==> src/hw/rtl/spike_record_frame_packer_unit_macros.svh <==
// Assertion macros shared by the spike record frame packer RTL.
`ifndef SPIKE_RECORD_FRAME_PACKER_UNIT_MACROS_SVH
`define SPIKE_RECORD_FRAME_PACKER_UNIT_MACROS_SVH
`ifndef SYNTH
// Same-cycle implication, checked at every rising edge outside reset.
`define SRFP_ASSERT_IMP(label, clk, rst, ante, cons) \
  label: assert property (@(posedge clk) disable iff (rst) (ante) |-> (cons)) \
    else $error("srfp assertion failed");
// Next-cycle implication, checked at every rising edge outside reset.
`define SRFP_ASSERT_NXT(label, clk, rst, ante, cons) \
  label: assert property (@(posedge clk) disable iff (rst) (ante) |=> (cons)) \
    else $error("srfp assertion failed");
`else
`define SRFP_ASSERT_IMP(label, clk, rst, ante, cons)
`define SRFP_ASSERT_NXT(label, clk, rst, ante, cons)
`endif
`endif

==> src/hw/rtl/srfp_pkg.sv <==
// Shared types and constants of the spike record frame packer.
package srfp_pkg;

  // Default build parameters.
  localparam int FRAME_BYTES_DEF = 4096;
  localparam int FRAC_BITS_DEF   = 8;

  // Fixed field widths.
  localparam int ADDR_W    = 12;
  localparam int CFG_IDX_W = 2;
  localparam int CFG_W     = 32;
  localparam int PAYLOAD_W = 40;
  localparam int NB_W      = 3;

  // Job queue between the front and the serializer.
  localparam int QUEUE_DEPTH = 2;

  // Command codes.
  localparam logic [1:0] CMD_SPIKE_FULL  = 2'd0;
  localparam logic [1:0] CMD_SPIKE_LOCAL = 2'd1;
  localparam logic [1:0] CMD_FLUSH       = 2'd2;

  // Status codes.
  localparam logic [1:0] ST_OK   = 2'd0;
  localparam logic [1:0] ST_DROP = 2'd1;
  localparam logic [1:0] ST_CLIP = 2'd2;

  // Configuration register indexes.
  localparam logic [CFG_IDX_W-1:0] CFG_ENABLED    = 2'd0;
  localparam logic [CFG_IDX_W-1:0] CFG_GID_BYTES  = 2'd1;
  localparam logic [CFG_IDX_W-1:0] CFG_START_TIME = 2'd2;

  // One emit job: a run of consecutive frame bytes, first byte in the top bits.
  typedef struct packed {
    logic [ADDR_W-1:0]    base;
    logic [NB_W-1:0]      nbytes;
    logic [PAYLOAD_W-1:0] payload;
    logic [1:0]           status;
  } job_t;

  // Queue status seen by the front and the serializer.
  typedef struct packed {
    logic valid;
    logic full;
  } qstat_t;

endpackage

==> src/hw/rtl/srfp_front.sv <==
// Front end: takes input beats, keeps frame state and builds emit jobs.
module srfp_front #(
  parameter int FRAME_BYTES = srfp_pkg::FRAME_BYTES_DEF,
  parameter int FRAC_BITS   = srfp_pkg::FRAC_BITS_DEF
) (
  input  logic                           clk,
  input  logic                           rst,
  input  logic                           cfg_write,
  input  logic [srfp_pkg::CFG_IDX_W-1:0] cfg_index,
  input  logic [srfp_pkg::CFG_W-1:0]     cfg_data,
  input  logic                           in_valid,
  output logic                           in_ready,
  input  logic [1:0]                     command,
  input  logic [31:0]                    gid,
  input  logic [31:0]                    fire_time,
  input  logic [31:0]                    current_time,
  input  srfp_pkg::qstat_t               qstat,
  output logic                           push,
  output srfp_pkg::job_t                 push_job
);
  import srfp_pkg::*;

  localparam int OFFS_W = $clog2(FRAME_BYTES + 1);
  localparam logic [33:0] HALF = 34'((64'(1) << FRAC_BITS) >> 1);
  localparam logic [OFFS_W:0] FRAME_LIMIT = (OFFS_W + 1)'(FRAME_BYTES);
  localparam logic [OFFS_W-1:0] OFFS_START = OFFS_W'(2);

  // Configuration and frame state.
  logic              enabled;
  logic [NB_W-1:0]   gid_bytes;
  logic [31:0]       exchange_time;
  logic [OFFS_W-1:0] write_offset;
  logic [15:0]       spike_count;

  logic              accept;
  logic [NB_W-1:0]   nb;
  logic [NB_W-1:0]   reclen;
  logic [OFFS_W:0]   end_offset;
  logic              drop;
  logic [33:0]       diff;
  logic [32:0]       steps;
  logic [7:0]        tbyte;
  logic [1:0]        tstatus;
  logic [31:0]       gid_al;
  logic              is_spike;

  assign in_ready = !qstat.full;
  assign accept   = in_valid && in_ready;

  // Gid byte count: one in local mode, else the register clamped to 1..4.
  always_comb begin
    if (command == CMD_SPIKE_LOCAL) begin
      nb = NB_W'(1);
    end else if (gid_bytes == NB_W'(0)) begin
      nb = NB_W'(1);
    end else if (gid_bytes > NB_W'(4)) begin
      nb = NB_W'(4);
    end else begin
      nb = gid_bytes;
    end
  end

  assign reclen     = nb + NB_W'(1);
  assign end_offset = {1'b0, write_offset} + (OFFS_W + 1)'(reclen);
  assign drop       = (spike_count == 16'hFFFF) || (end_offset > FRAME_LIMIT);

  // Time byte: offset to the exchange time rounded half up, then clipped.
  assign diff  = {2'b00, fire_time} - {2'b00, exchange_time} + HALF;
  assign steps = diff[32:0] >> FRAC_BITS;
  always_comb begin
    if (diff[33]) begin
      tbyte   = 8'd0;
      tstatus = ST_CLIP;
    end else if (steps[32:8] != 25'd0) begin
      tbyte   = 8'hFF;
      tstatus = ST_CLIP;
    end else begin
      tbyte   = steps[7:0];
      tstatus = ST_OK;
    end
  end

  // Gid bytes moved to the top so the serializer sends them right after the time byte.
  always_comb begin
    case (nb)
      NB_W'(1): gid_al = {gid[7:0], 24'd0};
      NB_W'(2): gid_al = {gid[15:0], 16'd0};
      NB_W'(3): gid_al = {gid[23:0], 8'd0};
      default:  gid_al = gid;
    endcase
  end

  // Classify the beat and build its job.
  always_comb begin
    push     = 1'b0;
    is_spike = 1'b0;
    push_job = '0;
    case (command)
      CMD_FLUSH: begin
        push             = accept && enabled;
        push_job.base    = '0;
        push_job.nbytes  = NB_W'(2);
        push_job.payload = {spike_count, 24'd0};
        push_job.status  = ST_OK;
      end
      CMD_SPIKE_FULL, CMD_SPIKE_LOCAL: begin
        push = accept && enabled;
        if (drop) begin
          push_job.base    = '0;
          push_job.nbytes  = NB_W'(1);
          push_job.payload = '0;
          push_job.status  = ST_DROP;
        end else begin
          is_spike         = 1'b1;
          push_job.base    = ADDR_W'(write_offset);
          push_job.nbytes  = reclen;
          push_job.payload = {tbyte, gid_al};
          push_job.status  = tstatus;
        end
      end
      default: begin
        push = 1'b0;
      end
    endcase
  end

  // Configuration writes and frame state updates.
  always_ff @(posedge clk) begin
    if (rst) begin
      enabled       <= 1'b0;
      gid_bytes     <= NB_W'(4);
      exchange_time <= '0;
      write_offset  <= OFFS_START;
      spike_count   <= '0;
    end else begin
      if (cfg_write) begin
        case (cfg_index)
          CFG_ENABLED:    enabled <= cfg_data[0];
          CFG_GID_BYTES:  gid_bytes <= cfg_data[NB_W-1:0];
          CFG_START_TIME: exchange_time <= cfg_data;
          default:        enabled <= enabled;
        endcase
      end
      if (push && command == CMD_FLUSH) begin
        spike_count   <= '0;
        write_offset  <= OFFS_START;
        exchange_time <= current_time;
      end else if (push && is_spike) begin
        spike_count  <= spike_count + 16'd1;
        write_offset <= end_offset[OFFS_W-1:0];
      end
    end
  end

endmodule

==> src/hw/rtl/srfp_queue.sv <==
// Short job queue that decouples the front end from the serializer.
module srfp_queue (
  input  logic                                       clk,
  input  logic                                       rst,
  input  logic                                       push,
  input  srfp_pkg::job_t                             push_job,
  input  logic                                       pop,
  output srfp_pkg::job_t                             pop_job,
  output srfp_pkg::qstat_t                           qstat,
  output logic [$clog2(srfp_pkg::QUEUE_DEPTH+1)-1:0] count
);
  import srfp_pkg::*;

  localparam int PTR_W = $clog2(QUEUE_DEPTH);
  localparam int CNT_W = $clog2(QUEUE_DEPTH + 1);

  job_t             slots [QUEUE_DEPTH];
  logic [PTR_W-1:0] wr_ptr;
  logic [PTR_W-1:0] rd_ptr;

  assign qstat.valid = (count != CNT_W'(0));
  assign qstat.full  = (count == CNT_W'(QUEUE_DEPTH));
  assign pop_job     = slots[rd_ptr];

  // Pointer and fill count.
  always_ff @(posedge clk) begin
    if (rst) begin
      wr_ptr <= '0;
      rd_ptr <= '0;
      count  <= '0;
    end else begin
      if (push) begin
        wr_ptr <= (wr_ptr == PTR_W'(QUEUE_DEPTH - 1)) ? '0 : wr_ptr + PTR_W'(1);
      end
      if (pop) begin
        rd_ptr <= (rd_ptr == PTR_W'(QUEUE_DEPTH - 1)) ? '0 : rd_ptr + PTR_W'(1);
      end
      if (push && !pop) begin
        count <= count + CNT_W'(1);
      end else if (pop && !push) begin
        count <= count - CNT_W'(1);
      end
    end
  end

  // Job storage.
  always_ff @(posedge clk) begin
    if (push) begin
      slots[wr_ptr] <= push_job;
    end
  end

endmodule

==> src/hw/rtl/srfp_back.sv <==
// Serializer: sends each queued job as one frame byte per output beat.
module srfp_back (
  input  logic                        clk,
  input  logic                        rst,
  input  srfp_pkg::qstat_t            qstat,
  input  srfp_pkg::job_t              pop_job,
  output logic                        pop,
  output logic                        out_valid,
  input  logic                        out_ready,
  output logic [srfp_pkg::ADDR_W-1:0] frame_addr,
  output logic [7:0]                  data_byte,
  output logic                        last,
  output logic [1:0]                  status
);
  import srfp_pkg::*;

  // Job being sent.
  logic                 active;
  logic [ADDR_W-1:0]    cur_addr;
  logic [NB_W-1:0]      remain;
  logic [PAYLOAD_W-1:0] payload;
  logic [1:0]           cur_status;

  logic emit;
  logic finishing;

  assign emit      = active && (!out_valid || out_ready);
  assign finishing = emit && (remain == NB_W'(1));
  assign pop       = qstat.valid && (!active || finishing);

  // Control: job activity and output valid.
  always_ff @(posedge clk) begin
    if (rst) begin
      active    <= 1'b0;
      out_valid <= 1'b0;
    end else begin
      if (pop) begin
        active <= 1'b1;
      end else if (finishing) begin
        active <= 1'b0;
      end
      if (emit) begin
        out_valid <= 1'b1;
      end else if (out_ready) begin
        out_valid <= 1'b0;
      end
    end
  end

  // Datapath: load a job, or step through its bytes.
  always_ff @(posedge clk) begin
    if (pop) begin
      cur_addr   <= pop_job.base;
      remain     <= pop_job.nbytes;
      payload    <= pop_job.payload;
      cur_status <= pop_job.status;
    end else if (emit) begin
      cur_addr <= cur_addr + ADDR_W'(1);
      remain   <= remain - NB_W'(1);
      payload  <= {payload[PAYLOAD_W-9:0], 8'd0};
    end
    if (emit) begin
      frame_addr <= cur_addr;
      data_byte  <= payload[PAYLOAD_W-1 -: 8];
      last       <= (remain == NB_W'(1));
      status     <= cur_status;
    end
  end

endmodule

==> src/hw/rtl/spike_record_frame_packer_unit.sv <==
// Top level of the spike record frame packer.
//
// Input channel (in_valid/in_ready) takes one command beat: a spike with a
// full gid, a spike with a local gid, or a frame flush. Output channel
// (out_valid/out_ready) gives one frame byte per beat with its address, a
// last flag on the final byte of the command and a status code.
// A spike gives its time byte and 1 to 4 gid bytes (2 to 5 beats); a dropped
// spike gives one status beat; a flush gives the two count bytes.
// The serializer sends one byte per cycle while the receiver is ready, and
// loads the next job as it sends the last byte of the one before.
// When the block is idle, the first byte of a command passes through the job
// queue and the serializer's job registers to the output register. Commands
// while disabled, and unknown commands, are taken and give nothing.
// The configuration port writes a register whenever cfg_write is high and
// cfg_index names one; a start time write also loads the exchange time.
// Reset clears the queue and output, sets the offset to 2, the count to 0,
// the gid width to 4 and disables the block. When the receiver stalls, the
// output register holds, the serializer waits, and the two-entry job queue
// fills before in_ready drops.
`include "spike_record_frame_packer_unit_macros.svh"
module spike_record_frame_packer_unit #(
  parameter int FRAME_BYTES = srfp_pkg::FRAME_BYTES_DEF,
  parameter int FRAC_BITS   = srfp_pkg::FRAC_BITS_DEF
) (
  input  logic                           clk,
  input  logic                           rst,
  input  logic                           cfg_write,
  input  logic [srfp_pkg::CFG_IDX_W-1:0] cfg_index,
  input  logic [srfp_pkg::CFG_W-1:0]     cfg_data,
  input  logic                           in_valid,
  output logic                           in_ready,
  input  logic [1:0]                     command,
  input  logic [31:0]                    gid,
  input  logic [31:0]                    fire_time,
  input  logic [31:0]                    current_time,
  output logic                           out_valid,
  input  logic                           out_ready,
  output logic [srfp_pkg::ADDR_W-1:0]    frame_addr,
  output logic [7:0]                     data_byte,
  output logic                           last,
  output logic [1:0]                     status
);
  import srfp_pkg::*;

  localparam int QCNT_W = $clog2(QUEUE_DEPTH + 1);

  qstat_t            qstat;
  logic              q_push;
  logic              q_pop;
  job_t              push_job;
  job_t              pop_job;
  logic [QCNT_W-1:0] q_count;

  // Front end: command decode and frame state.
  srfp_front #(
    .FRAME_BYTES(FRAME_BYTES),
    .FRAC_BITS  (FRAC_BITS)
  ) u_front (
    .clk         (clk),
    .rst         (rst),
    .cfg_write   (cfg_write),
    .cfg_index   (cfg_index),
    .cfg_data    (cfg_data),
    .in_valid    (in_valid),
    .in_ready    (in_ready),
    .command     (command),
    .gid         (gid),
    .fire_time   (fire_time),
    .current_time(current_time),
    .qstat       (qstat),
    .push        (q_push),
    .push_job    (push_job)
  );

  // Job queue.
  srfp_queue u_queue (
    .clk     (clk),
    .rst     (rst),
    .push    (q_push),
    .push_job(push_job),
    .pop     (q_pop),
    .pop_job (pop_job),
    .qstat   (qstat),
    .count   (q_count)
  );

  // Byte serializer with output register.
  srfp_back u_back (
    .clk       (clk),
    .rst       (rst),
    .qstat     (qstat),
    .pop_job   (pop_job),
    .pop       (q_pop),
    .out_valid (out_valid),
    .out_ready (out_ready),
    .frame_addr(frame_addr),
    .data_byte (data_byte),
    .last      (last),
    .status    (status)
  );

  // Queue discipline between front and serializer.
  `SRFP_ASSERT_IMP(a_no_push_full, clk, rst, q_push, !qstat.full)
  `SRFP_ASSERT_IMP(a_no_pop_empty, clk, rst, q_pop, qstat.valid)
  `SRFP_ASSERT_NXT(a_push_lands, clk, rst, q_push, qstat.valid)
  `SRFP_ASSERT_IMP(a_count_range, clk, rst, 1'b1, q_count <= QCNT_W'(QUEUE_DEPTH))

endmodule
==> config.mk <==
export PLATFORM = sky130hd
export DESIGN_NAME = spike_record_frame_packer_unit
export DESIGN_NICKNAME = d
export VERILOG_FILES = /design/src/hw/rtl/srfp_pkg.sv /design/src/hw/rtl/srfp_front.sv /design/src/hw/rtl/srfp_queue.sv /design/src/hw/rtl/srfp_back.sv /design/src/hw/rtl/spike_record_frame_packer_unit.sv
export VERILOG_INCLUDE_DIRS = /design/src /design/src/hw/rtl
export SDC_FILE = /design/constraint.sdc
export NUM_CORES = 1
export LEC_CHECK = 0
export ABC_AREA = 1
export BUFFER_PORTS_ARGS = -buffer_cell sky130_fd_sc_hd__buf_2
export CELL_PAD_IN_SITES_DETAIL_PLACEMENT = 0
export CELL_PAD_IN_SITES_GLOBAL_PLACEMENT = 2
export CORE_MARGIN = 4
export CORE_UTILIZATION = 36
export CTS_BUF_LIST = sky130_fd_sc_hd__clkbuf_4 sky130_fd_sc_hd__clkbuf_8 sky130_fd_sc_hd__clkbuf_16
export DETAILED_ROUTE_END_ITERATION = 6
export PLACE_DENSITY = 0.88
export SLEW_MARGIN = 25
export SYNTH_ARGS = -nofsm -noshare
export SYNTH_HDL_FRONTEND = slang
export SYNTH_HIERARCHICAL = 1
export SYNTH_SLANG_ARGS = --single-unit
==> constraint.sdc <==
create_clock -name clk -period 5.25 [get_ports clk]
set_input_delay 1.05 -clock clk [delete_from_list [all_inputs] [get_ports clk]]
set_output_delay 1.05 -clock clk [all_outputs]
set_load 0.05 [all_outputs]
# ---- After elaboration in Yosys (flattened, before gate mapping)
# Memory sizes are Yosys's and may differ from the RTL's. A register that Yosys moved wholly into a read port is not among the register bits.
# Index checks and enable logic that the tools add are counted.
dict set report totals {
  register_bits 151
  mem_bits_rw 114
  inputBits 137
  output_inout_bits 25
  word_cells 110
  mem_count 1
}
# memory words word_bits read_ports rd_clocked_by_memory_dff write_ports line
set memory_table {}
lappend memory_table {u_queue.slots 2 57 1 1 1 srfp_queue.sv:17} ;# job_t slots [QUEUE_DEPTH];
dict set report classes {
  addsub 11
  order_cmp 2
  eq_ne 10
  n_mux 34
  n_reduce_logical 34
}
# cell count
set op_table {}
lappend op_table {{57-bit case mux with 2 select lines} 1}
lappend op_table {{32-bit two-way mux} 3}
lappend op_table {{32-bit case mux with 3 select lines} 1}
lappend op_table {{40-bit two-way mux} 2}
lappend op_table {{57-bit two-way mux} 1}
lappend op_table {{34-bit by 8-bit adder with 34-bit output, second input constant} 1}
lappend op_table {{32-bit by 32-bit subtractor with 33-bit output} 1}
lappend op_table {{25-bit nonzero test} 1}
lappend op_table {{12-bit two-way mux} 2}
lappend op_table {{16-bit by 1-bit adder with 16-bit output, second input constant} 1}
lappend op_table {{16-bit == test, second input constant} 1}
lappend op_table {{8-bit two-way mux} 2}
lappend op_table {{3-bit two-way mux} 5}
lappend op_table {{13-bit by 3-bit adder with 14-bit output} 1}
lappend op_table {{14-bit by 13-bit > comparator with 1-bit output, second input constant} 1}
lappend op_table {{2-bit nonzero test} 7}
lappend op_table {{1-bit two-way mux} 13}
lappend op_table {{12-bit by 1-bit adder with 12-bit output, second input constant} 1}
lappend op_table {{1-bit logical AND} 9}
lappend op_table {{2-bit two-way mux} 4}
lappend op_table {{2-bit == test, second input constant} 3}
lappend op_table {{3-bit by 1-bit == test with 1-bit output, second input constant} 2}
lappend op_table {{3-bit by 2-bit == test with 1-bit output, second input constant} 2}
lappend op_table {{2-bit AND reduction} 3}
lappend op_table {{other kinds (13)} 23}

# ---- Logic depth before layout (Yosys ltp)
# Gate-level depths: netlist (run 1).
dict set report logic_depth {
  ltp_word 11
  depth_mapped 26
  ltp_nobuf 26
}

# ---- Cells and area by module
# Netlist (run 1), hierarchy kept.
# module instances cells_per_inst area_each_um2
set modules_own_cells {}
lappend modules_own_cells {srfp_front 1 1433 7752.4}
lappend modules_own_cells {srfp_queue 1 210 4459.3}
lappend modules_own_cells {srfp_back 1 306 3435.8}

# ---- Worst setup path after synthesis (run 1)
# No wires, ideal clock.
dict set report synth_path {
  path_kind {input to register}
  from {in command[1]}
  to {mem u_queue/slots[0][0] in the netlist's numbering, enable pin}
  t_arrival_ns 3.925
  required_time_ns 4.778
  slack_ns 0.853
  cell_stages 4
  path_buffers 1
  cell_sequence {clkbuf_1 > a21oi_1 > inv_1 > nor2_1}
}
dict set report synth_between {
  elab_chain_cells 5
  word_cells_on_any_way 7
  classes_between {eq/ne (2); mux (3); reduce/logical (2)}
}
# element line
set synth_rtl {}
lappend synth_rtl {{start, declared} spike_record_frame_packer_unit.sv:32} ;# input logic [1:0] command,
lappend synth_rtl {{2-bit == test (tied with other cells)} srfp_front.sv:98} ;# case (command)
lappend synth_rtl {{3-bit OR reduction (no source line) *} -}
lappend synth_rtl {{1-bit two-way mux *} -}
lappend synth_rtl {{via q_push} spike_record_frame_packer_unit.sv:48} ;# logic q_push;
lappend synth_rtl {{1-bit two-way mux *} srfp_queue.sv:48} ;# if (push) begin
lappend synth_rtl {{1-bit two-way mux (not written as such) *} srfp_queue.sv:49} ;# slots[wr_ptr] <= push_job;
lappend synth_rtl {{end, declared} srfp_queue.sv:17}
# Mark *: on every way through the listed nets, which the timed path passes. The rest lies on a longest branch.

==> results of run 1 <==
placed cells by master (no fill, tap or decap), types with 5 or more instances in the layout:
master and n:
sky130_fd_sc_hd__nand2_1 654, sky130_fd_sc_hd__inv_1 273, sky130_fd_sc_hd__edfxtp_1 194, sky130_fd_sc_hd__buf_2 161
sky130_fd_sc_hd__nor2_1 132, sky130_fd_sc_hd__nand3_1 126, sky130_fd_sc_hd__dfxtp_1 71, sky130_fd_sc_hd__a21oi_1 66
sky130_fd_sc_hd__ha_1 44, sky130_fd_sc_hd__o21ai_0 40, sky130_fd_sc_hd__clkbuf_16 32, sky130_fd_sc_hd__a31oi_1 31
sky130_fd_sc_hd__mux2_4 30, sky130_fd_sc_hd__mux2_2 27, sky130_fd_sc_hd__nand4_1 25, sky130_fd_sc_hd__nand2_2 24
sky130_fd_sc_hd__xor2_1 24, sky130_fd_sc_hd__nor3_1 22, sky130_fd_sc_hd__nor2_2 16, sky130_fd_sc_hd__buf_4 14
sky130_fd_sc_hd__inv_2 13, sky130_fd_sc_hd__nor2_4 12, sky130_fd_sc_hd__clkinv_1 11, sky130_fd_sc_hd__o2111ai_1 9
sky130_fd_sc_hd__o22ai_1 8, sky130_fd_sc_hd__nand3_2 8, sky130_fd_sc_hd__o32ai_1 6, sky130_fd_sc_hd__clkbuf_8 5
sky130_fd_sc_hd__xnor2_1 5, sky130_fd_sc_hd__nor4_1 5
through the flow:
| stage | hold WS, ns | util |
|---|---|---|
| floorplan | 0.400 | - |
| global placement | 0.406 | 0.396 |
| detailed placement | 0.405 | 0.397 |
| CTS | 0.421 | 0.422 |
| global route | 0.430 | 0.422 |
| finish | 0.420 | 0.422 |
how the worst min path moves through the flow:
stage / start / to / cells after the start
6_report: u_back/payload[36] / u_back/data_byte[4] / 0
5_1_grt: u_back/payload[36] / u_back/data_byte[4] / 0
4_1_cts: u_back/payload[36] / u_back/data_byte[4] / 0
3_5_place_dp: u_back/payload[36] / u_back/data_byte[4] / 0
3_3_place_gp: u_back/cur_status[0] / u_back/status[0] / 0
2_1_floorplan: u_back/payload[32] / u_back/data_byte[0] / 0
state kept, by name, indices dropped and copies added (netlist names), named ones only:
name / flops
u_back/active: 1
u_back/cur_addr: 12
u_back/cur_status: 2
u_back/data_byte: 8
u_back/frame_addr: 12
u_back/last: 1
u_back/out_valid: 1
u_back/payload: 40
u_back/remain: 3
u_back/status: 2
u_front/enabled: 1
u_front/exchange_time: 32
u_front/gid_bytes: 3
u_front/spike_count: 16
u_front/write_offset: 13
u_queue/count: 2
u_queue/rd_ptr: 1
u_queue/slots: 114
u_queue/wr_ptr: 1
worst max-delay path: stages:
cell and delay [ns]:
sky130_fd_sc_hd__buf_2 0.19, sky130_fd_sc_hd__nor2_1 0.10, sky130_fd_sc_hd__inv_1 0.06, sky130_fd_sc_hd__nand2_1 0.11, sky130_fd_sc_hd__ha_1 0.25, sky130_fd_sc_hd__ha_1 0.30, sky130_fd_sc_hd__inv_1 0.05, sky130_fd_sc_hd__ha_1 0.33
sky130_fd_sc_hd__nand3_1 0.09, sky130_fd_sc_hd__nand3_1 0.13, sky130_fd_sc_hd__nand4_1 0.19, sky130_fd_sc_hd__nor3_2 0.27, sky130_fd_sc_hd__nand2_1 0.10, sky130_fd_sc_hd__xor2_1 0.19, sky130_fd_sc_hd__o2111ai_1 0.13, sky130_fd_sc_hd__nand2_1 0.07
sky130_fd_sc_hd__nand2_1 0.07, sky130_fd_sc_hd__nor2_1 0.12, sky130_fd_sc_hd__buf_4 0.20, sky130_fd_sc_hd__inv_1 0.06, sky130_fd_sc_hd__buf_4 0.19, sky130_fd_sc_hd__a21oi_2 0.32, sky130_fd_sc_hd__nand2_1 0.10, sky130_fd_sc_hd__nand2_1 0.10
layer usage:
layer / up-vias / routed length (um)
met4: 0 / 726
li1: 6661 / -
met2: 237 / 19100
met3: 46 / 1680
met5: - / 0
met1: 5958 / 18600
final cells by class:
class                           count  share of cell area
Tap cell                          585              0.0404
Multi-Input combinational cell   1339               0.387
Sequential cell                   266               0.401
Inverter                          295              0.0614
Timing Repair Buffer              175              0.0502
Clock inverter                     15              0.0102
Clock buffer                       41              0.0496
power breakdown:
group	leakage [nW]	switching [W]	total [W]	internal, W
Sequential	2.40	0.000157	0.00300	0.00284
Combinational	5.00	0.00139	0.00199	0.000598
Clock	0.536	0.000869	0.00222	0.00135
Total	7.94	0.00242	0.00721	0.00479
cells by family (layout without fill, tap and decap cells):
logic type	after synthesis	in the layout	share of synthesized area
AND/OR/NAND/NOR	1034	1034	0.282
buffers and inverters	344	526	0.0886
flip-flops	266	266	0.464
AO/OA/AOI/OAI	174	174	0.0645
multiplexers	57	57	0.0482
adder cells (fa/ha/maj)	45	45	0.0365
XOR/XNOR	29	29	0.0162
==> impl_metrics.prom, run 1 <==
# TYPE chip_impl_metric gauge
chip_impl_info{name="worstHoldPathType",value="reg -> reg"} 1
chip_impl_metric{name="synth.yosys.seq_area_share",unit=""} 0.464
chip_impl_metric{name="synth_area_per_cell",unit="um^2"} 8.03
chip_impl_info{name="netlist.top_cell.by_area",value="sky130_fd_sc_hd__edfxtp_1"} 1
chip_impl_metric{name="grt-ovfl-total",unit=""} 0
chip_impl_metric{name="finalWorstPathRequiredPeriod",unit="ns"} 4.35
chip_impl_metric{name="global_route.usage.met2",unit=""} 0.294
chip_impl_metric{name="number_of_antenna_violations_at_the_first_check_in_global_routing",unit=""} 0
chip_impl_info{name="synth.top_cells.by_area",value="sky130_fd_sc_hd__edfxtp_1, sky130_fd_sc_hd__nand2_1, sky130_fd_sc_hd__dfxtp_1, sky130_fd_sc_hd__inv_1, sky130_fd_sc_hd__nand3_1"} 1
chip_impl_metric{name="combined_area_of_the_multi_input_logic_cells",unit="mm^2"} 0.00702
chip_impl_metric{name="setup.reg_to_reg.worst_slack",unit="ns"} 1.11
chip_impl_metric{name="maxCapViolCount",unit=""} 0
chip_impl_metric{name="detailroute.via_count",unit=""} 12900
chip_impl_metric{name="postCtsHoldBufs",unit=""} 0
chip_impl_metric{name="power.static_leakage",unit="nW"} 7.94
chip_impl_metric{name="finalInstanceArea",unit="mm^2"} 0.0181
chip_impl_metric{name="preCtsSetupSlack",unit="ns"} 0.302
chip_impl_metric{name="arrival_time_of_the_worst_setup_path",unit="ns"} 4.77
chip_impl_metric{name="fillCellCount",unit=""} 4413
chip_impl_metric{name="slew_headroom",unit=""} 0.367
chip_impl_metric{name="detail_route.wirelength",unit="um"} 40100
chip_impl_info{name="grt.busiest_layer",value="met2"} 1
chip_impl_metric{name="detailed_place_hpwl",unit="um"} 30800
chip_impl_metric{name="maxClockFrequency",unit="GHz"} 0.230
chip_impl_info{name="critPathCaptureType",value="flip-flop"} 1
chip_impl_info{name="synth_commonest_cells",value="sky130_fd_sc_hd__nand2_1, sky130_fd_sc_hd__inv_1, sky130_fd_sc_hd__edfxtp_1, sky130_fd_sc_hd__nor2_1, sky130_fd_sc_hd__nand3_1"} 1
chip_impl_metric{name="critical_path_required",unit="ns"} 5.67
chip_impl_metric{name="fin_cells",unit=""} 2716
chip_impl_info{name="startpoint_of_the_worst_register_to_register_path",value="u_front/gid_bytes[1]"} 1
chip_impl_metric{name="core",unit="mm^2"} 0.0430
chip_impl_metric{name="gr-usage-met1",unit=""} 0.227
chip_impl_info{name="cts_tree",value="yes"} 1
chip_impl_metric{name="area_growth_syn_to_layout",unit="%"} 15.8
chip_impl_metric{name="synthesis.nets",unit=""} 2131
chip_impl_metric{name="first_global_vias",unit=""} 12400
chip_impl_info{name="startpoint_type",value="input pin"} 1
chip_impl_metric{name="grt_max_degree",unit=""} 59
chip_impl_metric{name="placedInstanceArea",unit="mm^2"} 0.0170
chip_impl_metric{name="initial_utilization",unit=""} 0.364
chip_impl_metric{name="dp_cells",unit=""} 2660
chip_impl_metric{name="power_per_cell_area",unit="mW/mm^2"} 398
chip_impl_info{name="cts-root-buf",value="sky130_fd_sc_hd__clkbuf_16"} 1
chip_impl_metric{name="worstMarginPinSlew",unit="ns"} 0.949
chip_impl_metric{name="detail_route.drc_violations",unit=""} 0
chip_impl_metric{name="cts.reportedPaths.clkPinSlew",unit="ns"} 0.06
chip_impl_metric{name="fin_nets",unit=""} 2289
chip_impl_info{name="status",value="complete, no violations"} 1
chip_impl_metric{name="fin_worst_skew",unit="ns"} 0.0181
chip_impl_metric{name="post_route_cells_drive_above_1_share",unit=""} 0.172
chip_impl_metric{name="setup_total_negative_slack",unit="ns"} 0
chip_impl_info{name="regToRegEndpoint",value="u_queue/slots[0][40]"} 1
chip_impl_info{name="post-synth-top-count-cell",value="sky130_fd_sc_hd__nand2_1"} 1
chip_impl_metric{name="yosys_warnings",unit=""} 6
chip_impl_info{name="cp-endpoint",value="u_queue/slots[0][40]"} 1
chip_impl_metric{name="num_io_pins",unit=""} 162
chip_impl_metric{name="fp-row-count",unit=""} 76
chip_impl_metric{name="numPortBuffers",unit=""} 161
chip_impl_metric{name="design_power_total",unit="W"} 0.00721
chip_impl_metric{name="timing.critical_path.fanout_max",unit=""} 14
chip_impl_metric{name="syn_inst_count",unit=""} 1949
chip_impl_metric{name="post-cts-setup-buffer-count",unit=""} 0
chip_impl_metric{name="grt_first_pass_wirelength",unit="um"} 64800
chip_impl_metric{name="worst_r2r_path_depth",unit=""} 23
chip_impl_metric{name="count_of_inserted_antenna_diode_cells",unit=""} 0
chip_impl_metric{name="routedWlPerCell",unit="um"} 14.8
chip_impl_metric{name="fp.dieArea",unit="mm^2"} 0.0469
chip_impl_metric{name="dieWidth",unit="um"} 216
chip_impl_metric{name="seq_area",unit="mm^2"} 0.00727
chip_impl_metric{name="detailedRoute.firstPassIterationCount",unit=""} 6
chip_impl_metric{name="worst_skew_pair.late_latency",unit="ns"} 0.58
chip_impl_metric{name="finalHoldViolCount",unit=""} 0
chip_impl_metric{name="cts_resized",unit=""} 0
chip_impl_metric{name="grtUsageTotal",unit=""} 0.169
chip_impl_metric{name="mappedNetlistArea",unit="mm^2"} 0.0156
chip_impl_metric{name="async_reset_ff_frac",unit=""} 0
chip_impl_info{name="rsz0062_at_grt",value="false"} 1
chip_impl_metric{name="netlist-cell-type-count",unit=""} 45
chip_impl_metric{name="drt_first_iter_violations",unit=""} 807
chip_impl_metric{name="dieHeight",unit="um"} 216
chip_impl_metric{name="clock_tree.buffer_depth",unit=""} 3
chip_impl_metric{name="ctsHtreeMaxLevel",unit=""} 1
chip_impl_metric{name="grt_use_met3",unit=""} 0.0206
chip_impl_metric{name="synth_top_area_frac",unit=""} 0.372
chip_impl_metric{name="yosys_register_bits",unit=""} 266
chip_impl_metric{name="detail-route-antenna-nets",unit=""} 0
chip_impl_metric{name="finalWeightedCongestion",unit=""} 0.889
chip_impl_metric{name="final_min_period_over_clock_period",unit=""} 0.829
chip_impl_metric{name="clock_sinks",unit=""} 266
chip_impl_metric{name="synth-edff-count",unit=""} 194
chip_impl_metric{name="routed_via_density",unit=""} 4.75
chip_impl_metric{name="timing.final.setup_violations",unit=""} 0
chip_impl_metric{name="slew_violations",unit=""} 0
chip_impl_metric{name="fin_ws",unit="ns"} 0.899
chip_impl_info{name="dominantRegCellSynth",value="sky130_fd_sc_hd__edfxtp_1"} 1
chip_impl_metric{name="vdd_ir_drop_max",unit="uV"} 285
chip_impl_info{name="crit_start",value="command[1]"} 1
chip_impl_info{name="criticalPathCategory",value="in -> reg"} 1
chip_impl_metric{name="numCtsBuffers",unit=""} 30
No activity file was read; power rests on OpenSTA's default activity.
==> run 2: changes to the inputs <==
- ABC_AREA: 1 -> 0
- CORE_UTILIZATION: 36 -> 39
- PLACE_DENSITY: 0.88 -> 0.87
- clock period: 5.25 -> 4.3 ns (I/O delays scaled with it)
==> run 2 against run 1 <==
Effect of this change: the run now ends with design-rule violations left; clock power increased by 21%; highest routed layer unchanged; first-iteration DRC count down 23%; sequential share of layout area fell by 3.0 points; via count fell by 8.4%; routed wire length fell by 2.5%; synthesized area decreased by 5.1%; count of clock-buffer cells in the layout shrank 2; combinational power increased by 51%; power increased by 30%; register-to-register slack lost 1.1 ns.
==> impl_metrics.prom, run 2 <==
# TYPE chip_impl_metric gauge
chip_impl_metric{name="fin_worst_skew",unit="ns"} 0.0203
chip_impl_metric{name="finalHoldViolCount",unit=""} 0
chip_impl_metric{name="synth.yosys.seq_area_share",unit=""} 0.490
chip_impl_info{name="critical_path.slowest_cell",value="sky130_fd_sc_hd__or4_4"} 1
chip_impl_metric{name="syn_inst_count",unit=""} 1341
chip_impl_metric{name="worst_hold_slack",unit="ns"} 0.418
chip_impl_metric{name="core",unit="mm^2"} 0.0376
chip_impl_info{name="leading_cell_type_in_the_layout_fill_and_taps_excluded",value="sky130_fd_sc_hd__buf_4"} 1
chip_impl_metric{name="synth_top_area_frac",unit=""} 0.392
chip_impl_metric{name="drt_first_iter_violations",unit=""} 623
chip_impl_metric{name="finalWeightedCongestion",unit=""} 0.870
chip_impl_metric{name="mappedNetlistArea",unit="mm^2"} 0.0148
chip_impl_info{name="cts-root-buf",value="sky130_fd_sc_hd__clkbuf_16"} 1
chip_impl_info{name="rsz0062_at_grt",value="true"} 1
chip_impl_metric{name="worst_path_largest_cell_delay",unit="ns"} 0.49
chip_impl_metric{name="fillCellCount",unit=""} 3318
chip_impl_metric{name="clock_tree.buffer_depth",unit=""} 3
chip_impl_metric{name="fp.dieArea",unit="mm^2"} 0.0412
chip_impl_metric{name="synth_area_per_cell",unit="um^2"} 11.1
chip_impl_metric{name="detail_route.wirelength",unit="um"} 39100
chip_impl_info{name="crit_chain",value="buf_2 -> ha_4 -> nand4_4 -> buf_6 -> or4_4 -> o32ai_4 -> buf_6 -> nor3_4 -> xor2_2 -> a2111oi_4 -> buf_4 -> nand4_1 -> o21ai_1 -> or4b_4 -> a211oi_4 -> clkbuf_16 -> a311oi_2"} 1
chip_impl_metric{name="initial_utilization",unit=""} 0.395
chip_impl_metric{name="fin_nets",unit=""} 1878
chip_impl_metric{name="finalWorstPathRequiredPeriod",unit="ns"} 4.28
chip_impl_metric{name="power_frac_seq",unit=""} 0.393
chip_impl_metric{name="detail-route-antenna-nets",unit=""} 0
chip_impl_metric{name="worst_skew_pair.late_latency",unit="ns"} 0.59
chip_impl_info{name="startpoint_type",value="input pin"} 1
chip_impl_info{name="synth.top_cells.by_area",value="sky130_fd_sc_hd__edfxtp_1, sky130_fd_sc_hd__dfxtp_1, sky130_fd_sc_hd__mux2_2, sky130_fd_sc_hd__ha_1, sky130_fd_sc_hd__mux2_4"} 1
chip_impl_metric{name="clock_sinks",unit=""} 266
chip_impl_metric{name="finish.utilization",unit=""} 0.522
chip_impl_metric{name="slew_headroom",unit=""} 0.484
chip_impl_metric{name="post_route_cells_drive_above_1_share",unit=""} 0.410
chip_impl_metric{name="async_reset_ff_frac",unit=""} 0
chip_impl_metric{name="numPortBuffers",unit=""} 161
chip_impl_metric{name="synth-edff-count",unit=""} 194
chip_impl_metric{name="grt-ovfl-total",unit=""} 0
chip_impl_metric{name="placedInstanceArea",unit="mm^2"} 0.0178
chip_impl_info{name="critical-path-top-cell-by-count",value="sky130_fd_sc_hd__buf_6"} 1
chip_impl_info{name="status",value="finished with violations"} 1
chip_impl_metric{name="first_global_vias",unit=""} 11700
chip_impl_metric{name="p_sw",unit="W"} 0.00294
chip_impl_metric{name="finalInstanceArea",unit="mm^2"} 0.0196
chip_impl_info{name="startpoint_of_the_worst_register_to_register_path",value="u_front/exchange_time[8]"} 1
chip_impl_info{name="final_cell_mix",value="sky130_fd_sc_hd__buf_4, sky130_fd_sc_hd__edfxtp_1, sky130_fd_sc_hd__buf_2"} 1
chip_impl_metric{name="dp_cells",unit=""} 2154
chip_impl_metric{name="power_per_cell_area",unit="mW/mm^2"} 478
chip_impl_metric{name="power.static_leakage",unit="nW"} 7.76
chip_impl_metric{name="arrival_time_of_the_worst_setup_path",unit="ns"} 4.59
chip_impl_metric{name="grtUsageTotal",unit=""} 0.181
chip_impl_metric{name="count_of_inserted_antenna_diode_cells",unit=""} 0
chip_impl_metric{name="yosys_warnings",unit=""} 6
chip_impl_metric{name="dieHeight",unit="um"} 203
chip_impl_info{name="worstHoldPathType",value="reg -> reg"} 1
chip_impl_metric{name="area_growth_syn_to_layout",unit="%"} 32.2
chip_impl_metric{name="cts.reportedPaths.clkPinSlew",unit="ns"} 0.06
chip_impl_metric{name="number_of_antenna_violations_at_the_first_check_in_global_routing",unit=""} 0
chip_impl_metric{name="num_io_pins",unit=""} 162
chip_impl_info{name="largest_registers_in_the_final_layout",value="u_queue/slots (114), u_back/payload (40), u_front/exchange_time (32)"} 1
chip_impl_metric{name="worst_r2r_path_depth",unit=""} 17
chip_impl_metric{name="timing.critical_path.fanout_max",unit=""} 5
chip_impl_info{name="max_flop_register",value="u_queue/slots"} 1
chip_impl_info{name="crit_start",value="fire_time[9]"} 1
chip_impl_metric{name="routed_via_density",unit=""} 5.30
chip_impl_metric{name="netlist-cell-type-count",unit=""} 91
chip_impl_metric{name="synthesis.nets",unit=""} 1523
chip_impl_metric{name="timing.final.setup_violations",unit=""} 0
chip_impl_metric{name="numCtsBuffers",unit=""} 30
chip_impl_metric{name="maxClockFrequency",unit="GHz"} 0.233
chip_impl_metric{name="setup.reg_to_reg.worst_slack",unit="ns"} 0.04
chip_impl_info{name="critPathCaptureType",value="flip-flop"} 1
chip_impl_metric{name="combinationalPowerShare",unit=""} 0.322
chip_impl_info{name="violations_in_the_final_reports",value="design-rule violations"} 1
chip_impl_metric{name="worstMarginPinSlew",unit="ns"} 0.775
chip_impl_metric{name="fp-row-count",unit=""} 71
chip_impl_metric{name="maxCapViolCount",unit=""} 0
chip_impl_metric{name="dieWidth",unit="um"} 203
chip_impl_metric{name="ctsHtreeMaxLevel",unit=""} 1
chip_impl_metric{name="grt_max_degree",unit=""} 65
chip_impl_metric{name="fin_cells",unit=""} 2229
chip_impl_metric{name="detail_route.drc_violations",unit=""} 17
chip_impl_metric{name="vdd_ir_drop_max",unit="uV"} 407
chip_impl_metric{name="detailed_place_hpwl",unit="um"} 28200
chip_impl_info{name="netlist.top_cell.by_area",value="sky130_fd_sc_hd__edfxtp_1"} 1
chip_impl_info{name="cp-endpoint",value="u_queue/slots[0][39]"} 1
chip_impl_metric{name="critical_path_required",unit="ns"} 4.61
chip_impl_metric{name="grt_first_pass_wirelength",unit="um"} 61100
chip_impl_info{name="synth_commonest_cells",value="sky130_fd_sc_hd__edfxtp_1, sky130_fd_sc_hd__nor2_1, sky130_fd_sc_hd__dfxtp_1, sky130_fd_sc_hd__nand2_1, sky130_fd_sc_hd__mux2_2"} 1
chip_impl_metric{name="final_min_period_over_clock_period",unit=""} 0.996
chip_impl_metric{name="power_report.internal_total",unit="W"} 0.00643
chip_impl_metric{name="clock_power_share",unit=""} 0.286
chip_impl_metric{name="slew_violations",unit=""} 0
chip_impl_metric{name="largest_register_ff_count",unit=""} 114
chip_impl_metric{name="detailroute.via_count",unit=""} 11800
chip_impl_info{name="regToRegEndpoint",value="u_queue/slots[0][39]"} 1
chip_impl_metric{name="detailedRoute.firstPassIterationCount",unit=""} 7
chip_impl_info{name="cts_tree",value="yes"} 1
chip_impl_metric{name="yosys_register_bits",unit=""} 266
chip_impl_info{name="dominantRegCellSynth",value="sky130_fd_sc_hd__edfxtp_1"} 1
chip_impl_metric{name="routedWlPerCell",unit="um"} 17.5
chip_impl_info{name="criticalPathCategory",value="in -> reg"} 1
chip_impl_metric{name="swShare",unit=""} 0.314
chip_impl_info{name="post-synth-top-count-cell",value="sky130_fd_sc_hd__edfxtp_1"} 1
-- run 2: cell type report --
| type | count | area (um^2) | area share |
|---|---|---|---|
| inverters | 57 | 214 | 0.0109 |
| repair buffers | 395 | 2640 | 0.135 |
| clock inverters | 15 | 204 | 0.0104 |
| clock buffers | 39 | 850 | 0.0433 |
| well taps | 511 | 639 | 0.0326 |
| multi-input cells | 946 | 7790 | 0.397 |
| flip-flops and latches | 266 | 7280 | 0.371 |
-- run 2: stage by stage --
| stage | setup WS (ns) | TNS, ns | total power, W |
|---|---|---|---|
| 2_1_floorplan | -0.151 | -2.74 | 0.00574 |
| 3_3_place_gp | -0.605 | -46.66 | 0.00657 |
| 3_5_place_dp | -0.732 | -57.24 | 0.00663 |
| 4_1_cts | 0.0167 | 0 | 0.00936 |
| 5_1_grt | -0.101 | -1.43 | 0.00983 |
| 6_report | 0.0157 | 0 | 0.00937 |
-- run 2: critical path: cells and delay by family --
| kind | cells | cell delay (ns) |
|---|---|---|
| xor+xnor | 1 | 0.19 |
| buf+inv | 5 | 0.80 |
| fa+ha+maj | 1 | 0.29 |
| simple gates | 5 | 1.22 |
| compound gates | 5 | 1.23 |
-- run 2: cell families (layout without fill, tap and decap cells) --
logic type	after synthesis	after routing	share of synthesized area
buffers and inverters	129	506	0.0381
multiplexers	134	134	0.106
adder cells (fa/ha/maj)	45	45	0.0384
AO/OA/AOI/OAI	298	298	0.150
AND/OR/NAND/NOR	409	409	0.142
flip-flops	266	266	0.490
XOR/XNOR	60	60	0.0354
-- run 2: what timing repair did --
action,CTS,global route
hold buffers,0,0
setup buffers,0,19
gates resized for setup,2,137
pin swaps,0,52
gates cloned,0,2
endpoints found under the setup margin,25,91
-- run 2: metal layers --
| layer | track usage | wire, um | up-vias |
|---|---|---|---|
| met2 | 0.327 | 19600 | 223 |
| met3 | 0.0316 | 1570 | 67 |
| li1 | - | - | 5828 |
| met5 | 0 | 0 | - |
| met1 | 0.226 | 16900 | 5703 |
| met4 | 0.0434 | 1050 | 0 |
-- run 2: how the worst min path moves through the flow --
stage,startpoint,endpoint,cells after the start
3_3_place_gp,u_back/payload[32],u_back/data_byte[0],0
2_1_floorplan,u_back/payload[32],u_back/data_byte[0],0
5_1_grt,u_back/payload[38],u_back/data_byte[6],0
6_report,u_back/payload[32],u_back/data_byte[0],0
4_1_cts,u_back/payload[32],u_back/data_byte[0],0
3_5_place_dp,u_back/payload[39],u_back/data_byte[7],0
-- run 2: power by group through the flow --
stage	clock network [W]	registers (W)	logic [W]
after floorplan	0	0.00392	0.00182
after global placement	0	0.00372	0.00286
after detailed placement	0	0.00373	0.00290
after CTS	0.00276	0.00368	0.00292
after global routing	0.00285	0.00372	0.00326
final	0.00268	0.00368	0.00301
